--- src/rtl/pidl_pkg.sv ---
// ----------------------------------------------------------------------------
// pidl_pkg
// shared types, codes and constants of the positional insert/delete list
// ----------------------------------------------------------------------------
`default_nettype none

package pidl_pkg;

	localparam int DATA_W       = 32;
	localparam int POS_W        = 8;
	localparam int FILL_OUT_W   = 8;
	localparam int CAPACITY_DEF = 128;
	localparam int TREE_FAN     = 8;

	typedef enum logic [1:0] {
		OP_INSERT = 2'd0,
		OP_DELETE = 2'd1,
		OP_APPEND = 2'd2,
		OP_READ   = 2'd3
	} op_t;

	typedef enum logic [1:0] {
		ST_OK     = 2'd0,
		ST_BADPOS = 2'd1,
		ST_EMPTY  = 2'd2,
		ST_FULL   = 2'd3
	} status_t;

	// broadcast to every cell in the execute cycle
	typedef struct packed {
		logic              ins;
		logic              del;
		logic [DATA_W-1:0] value;
	} cell_ctl_t;

	// number of registered levels of the fan-in tree over n leaves
	function automatic int tree_levels(input int n);
		int lv;
		int span;
		lv   = 0;
		span = 1;
		while (span < n) begin
			span = span * TREE_FAN;
			lv   = lv + 1;
		end
		if (lv == 0) begin
			lv = 1;
		end
		return lv;
	endfunction

endpackage

`default_nettype wire

--- src/rtl/pidl_cell.sv ---
// ----------------------------------------------------------------------------
// pidl_cell
// one list slot: takes its left or right neighbor on a shift, or the new word
// ----------------------------------------------------------------------------
`default_nettype none

module pidl_cell import pidl_pkg::*; #(
	parameter int IDX_W = 7
) (
	input  wire logic              clk,
	input  wire cell_ctl_t         ctl,
	input  wire logic [IDX_W-1:0]  sel_idx,
	input  wire logic [IDX_W-1:0]  cell_index,
	input  wire logic [DATA_W-1:0] left_data,
	input  wire logic [DATA_W-1:0] right_data,
	output logic      [DATA_W-1:0] data,
	output logic      [DATA_W-1:0] hit_data
);

	logic [DATA_W-1:0] entry_q;

	always_ff @(posedge clk) begin
		if (ctl.ins) begin
			if (cell_index == sel_idx) begin
				entry_q <= ctl.value;
			end else if (cell_index > sel_idx) begin
				entry_q <= left_data;
			end
		end else if (ctl.del) begin
			if (cell_index >= sel_idx) begin
				entry_q <= right_data;
			end
		end
	end

	assign data     = entry_q;
	// only the addressed slot puts its word on the reduction tree
	assign hit_data = (cell_index == sel_idx) ? entry_q : '0;

endmodule

`default_nettype wire

--- config.mk ---
export PLATFORM = sky130hd
export DESIGN_NAME = pidl_cell
export DESIGN_NICKNAME = d
export VERILOG_FILES = /design/src/rtl/pidl_pkg.sv /design/src/rtl/pidl_cell.sv
export SDC_FILE = /design/constraint.sdc
export NUM_CORES = 1
export LEC_CHECK = 0
export BUFFER_PORTS_ARGS = -buffer_cell sky130_fd_sc_hd__buf_2
export CAP_MARGIN = 20
export CORE_ASPECT_RATIO = 1.2
export CORE_MARGIN = 10
export CORE_UTILIZATION = 41
export DETAILED_ROUTE_END_ITERATION = 8
export GPL_ROUTABILITY_DRIVEN = 0
export GPL_TIMING_DRIVEN = 0
export PLACE_DENSITY = 0.95
export SLEW_MARGIN = 20
export SYNTH_ARGS = -nofsm -noshare
export SYNTH_HDL_FRONTEND = slang
export SYNTH_SLANG_ARGS = --single-unit
--- constraint.sdc ---
create_clock -name clk -period 3.6 [get_ports clk]
set_input_delay 0.36 -clock clk [delete_from_list [all_inputs] [get_ports clk]]
set_output_delay 0.36 -clock clk [all_outputs]
set_load 0.02 [all_outputs]
# After elaboration in Yosys (flattened, before gate mapping)
# Index checks and enable logic that the tools add are counted.
# word_totals
reg_bits,32
output_inout_bits,64
input_bits,113
word_cells,14
# classes
reduce_logical,3
n_eq_ne,2
muxes,6
n_lt_le_gt_ge,2
# op_table
cell,count
$mux W32,6
$eq A7 B7 Y1,1
$ge A7 B7 Y1,1
$gt A7 B7 Y1,1
$reduce_bool A2 Y1,2
$ne A3 B1 Y1 const B,1
$reduce_and A3 Y1,1

# Longest topological paths before layout
# depth
word_depth,4
mapped_depth,8
mapped_depth_nobuf,6

# Least setup slack after synthesis
# OpenSTA, ideal clock, no wires.
# synth_path
path_type,input to register
startpoint,input port sel_idx[6]
endpoint,"register entry_q[0] (netlist: data[0]), enable pin"
required_time_ns,3.209
cell_stages,6
path_buffers,0
setup_slack_ns,1.283
setup_ns,0.391
arrival_ns,1.926
cell_sequence,inv_1 ha_1 and4_1 o21ai_0 o221ai_1 o21a_1
# synth_between
elab_chain_cells,3
elab_cells_between_ends,6
classes_between,order compare: 2; eq/ne: 2; reduce/logical: 2
# synth_rtl
item,line_no,rtl
start: declaration,pidl_cell.sv:12,"input wire logic [IDX_W-1:0] sel_idx,"
"$gt A7 B7 Y1, or another cell as far along",pidl_cell.sv:26,end else if (cell_index > sel_idx) begin
$ne A3 B1 Y1 (no source line) / $reduce_bool A2 Y1 (equally long branches),n/a,
$reduce_and A3 Y1 (no source line) *,n/a,
end signal: assignment,pidl_cell.sv:25,entry_q <= ctl.value;
end signal: assignment,pidl_cell.sv:27,entry_q <= left_data;
end signal: assignment,pidl_cell.sv:31,entry_q <= right_data;
end: declaration,pidl_cell.sv:20,logic [DATA_W-1:0] entry_q;
# Every way passes the cells marked *; elsewhere a longest branch is shown, timed or not.
# A chain may end at the register's enable or synchronous reset.

# Worst setup path in the final report
# layout_path
startpoint,input port sel_idx[6]
endpoint,output port hit_data[9]
# layout_between
elab_chain_cells,2
# layout_rtl
item,line_no,rtl
$eq A7 B7 Y1,pidl_cell.sv:38,assign hit_data = (cell_index == sel_idx) ? entry_q : '0;
$mux W32,pidl_cell.sv:38,
end: declaration,pidl_cell.sv:17,output logic [DATA_W-1:0] hit_data
# Every way passes these cells.

==> impl_metrics.tcl <==
set metrics [dict create \
    detail-route-antenna-nets 0 \
    design.die.area_um2 8176 \
    rsz0062_at_grt "false" \
    io_pins 177 \
    met2_length_um 4043 \
    grt_pass1_wl_um 11970 \
    timing.fmax_ghz 0.4428 \
    port_buffers 175 \
    synth_edf_count 32 \
    drt-pass1-iter-count 4 \
    drive_above_1_share_pct 46.04 \
    overflow 0 \
    hold_viol_final 0 \
    dpl.cell_count 469 \
    ctsResizeCount 0 \
    crit_slowest_cell "ha_1" \
    setup_tns_ns 0 \
    period_needed_ns 2.259 \
    peakVddDrop_v 0.0002183 \
    yosysSeqAreaShare_pct 47.35 \
    setup_ws_ns 1.341 \
    synth_area_leaders "edfxtp_1 47%, nand2_1 12%, a31oi_1 9.9%" \
    utilization_pct 63.44 \
    leakage_nw 1.614 \
    synth_area_um2 2029 \
    wl_met1_um 2711 \
    critPathRequiredTime_ns 3.24 \
    p_per_area_nw_per_um2 361.8 \
    cp_common_cell "buf_2" \
    clk_pin_slew_ns 0.07 \
    fp.coreArea_um2 4870 \
    drv_cap 0 \
    yosys.cell_types.count 21 \
    syn2layout_area_growth_pct 52.22 \
    crit_path_max_incr_delay_ns 0.30 \
    synth_common_cells "65 x nand2_1, 32 x a31oi_1, 32 x and2_1, 32 x edfxtp_1, 32 x nor2_1" \
    cts.sinks 32 \
    nNetsFinal 536 \
    ys.warnings.count 0 \
    start_util_pct 41.68 \
    cts_max_level 2 \
    cp_max_fo 10 \
    ctsLongestPathBuffers 2 \
    die_w_um 84.23 \
    avgSynthCellArea_um2 8.673 \
    slew_violations 0 \
    dr_wl_met3_um 711 \
    root_buffer "clkbuf_8" \
    cp_cell_sequence "buf_2 > inv_1 > ha_1 > and4_1 > and4_4 > buf_12 > clkbuf_2 > and2_1 > buf_2" \
    syn-instance-count 234 \
    path_class "in -> out" \
    yosysMostFrequentCell "nand2_1" \
    async_reset_ff_share_pct 0 \
    topRoutingLayerUsed "met4" \
    cp_data_arrival_time_ns 1.90 \
    routedWlPerCell_um 15.93 \
    fp.dieH_um 97.07 \
    drc 0 \
    grt_max_degree 33 \
    synth_top_area_cell "edfxtp_1" \
    worst_hold_path_type "in -> reg" \
    synth_seq_cells 32 \
    synth_nets 354 \
    track_usage_pct 17.69 \
    slew_headroom_pct 48.14 \
    num_vias 2344 \
    cts_hold_buffers 0 \
    postCtsSetupRepairBufs 0 \
    fin_crit_sh_pct 62.74 \
    layout.filler_cells 438 \
    cts_tree "built" \
    dp_hpwl_um 6404 \
    drtIter0Drc 105 \
    cts_made_buffers 5 \
    wirelength_um 7598 \
    synth_ff_type "edfxtp_1" \
    worst_pin_slew_ns 0.7779 \
    grt_pass1_vias 2485 \
    finalNonFillerCells 477 \
    cp-end-kind "primary output" \
    via_per_inst 4.914 \
    synth_top_area_share_pct 47.35 \
    worst-path-buf-inv 5 \
    grt_antenna_before_repair 0 \
    fp-row-count 28 \
    setup_violations 0 \
    place_ws_ns 1.249 \
    largest_reg_flops 32 \
    fin_hold_ws_ns 0.4200 \
    outcome "finished, final reports clean" \
    crit_family "simple AND/OR/NAND/NOR gates" \
    start_kind "input pin" \
    diodes 0 \
]
## area by class of cell
class | count | area [µm²] | share of cell area [%]
Sequential cell | 32 | 960.9 | 31.11
Multi-Input combinational cell | 178 | 924.6 | 29.93
Timing Repair Buffer | 175 | 875.8 | 28.35
Buffer | 17 | 118.9 | 3.848
Tap cell | 60 | 75.07 | 2.430
Clock buffer | 6 | 72.57 | 2.349
Clock inverter | 2 | 35.03 | 1.134
Inverter | 7 | 26.28 | 0.8505
## stage by stage
step	total power, mW	instance area, µm²
after floorplan	0.6530	2029
after global placement	0.7821	2980
after detailed placement	0.7929	2982
after CTS	1.131	3089
after global routing	1.175	3089
final	1.118	3089
## layer usage
| layer | track usage [%] | vias to the layer above |
|---|---|---|
| li1 | - | 1163 |
| met1 | 18.08 | 1063 |
| met2 | 32.00 | 108 |
| met3 | 6.376 | 10 |
| met4 | 6.065 | 0 |
| met5 | 0 | - |
## cell usage in the layout, fill, tap and decap left out, drive strengths merged
master / netlist / layout
buf: 5 / 180
nand2: 65 / 65
nor2: 32 / 32
a31oi: 32 / 32
and2: 32 / 32
edfxtp: 32 / 32
clkbuf: 12 / 18
inv: 7 / 7
ha: 7 / 7
a21oi: 2 / 2
and4: 2 / 2
nand4: 1 / 1
nand2b: 1 / 1
a211oi: 1 / 1
o21ai: 1 / 1
o221ai: 1 / 1
o21a: 1 / 1
bufinv: 0 / 1
clkinv: 0 / 1
## power breakdown
group          internal [mW]  total (mW)  switching [mW]
Combinational          0.111       0.280           0.169
Sequential             0.478       0.501          0.0227
Clock                  0.205       0.337           0.131
## worst paths after layout
path	from	end	slack, ns	cells past startpoint
setup / recovery	sel_idx[6]	hit_data[9]	1.34	9
hold / removal	right_data[29]	data[29]	0.42	3
## cells by family (layout without fill, tap and decap cells)
kind of cell	Yosys count	in the layout	share of synthesized area (%)
flops	32	32	47.35
simple gates	133	133	29.41
buf+inv	24	207	7.151
fa+ha+maj	7	7	4.315
compound gates	38	38	11.78
Power figures use the tool's default switching activity.
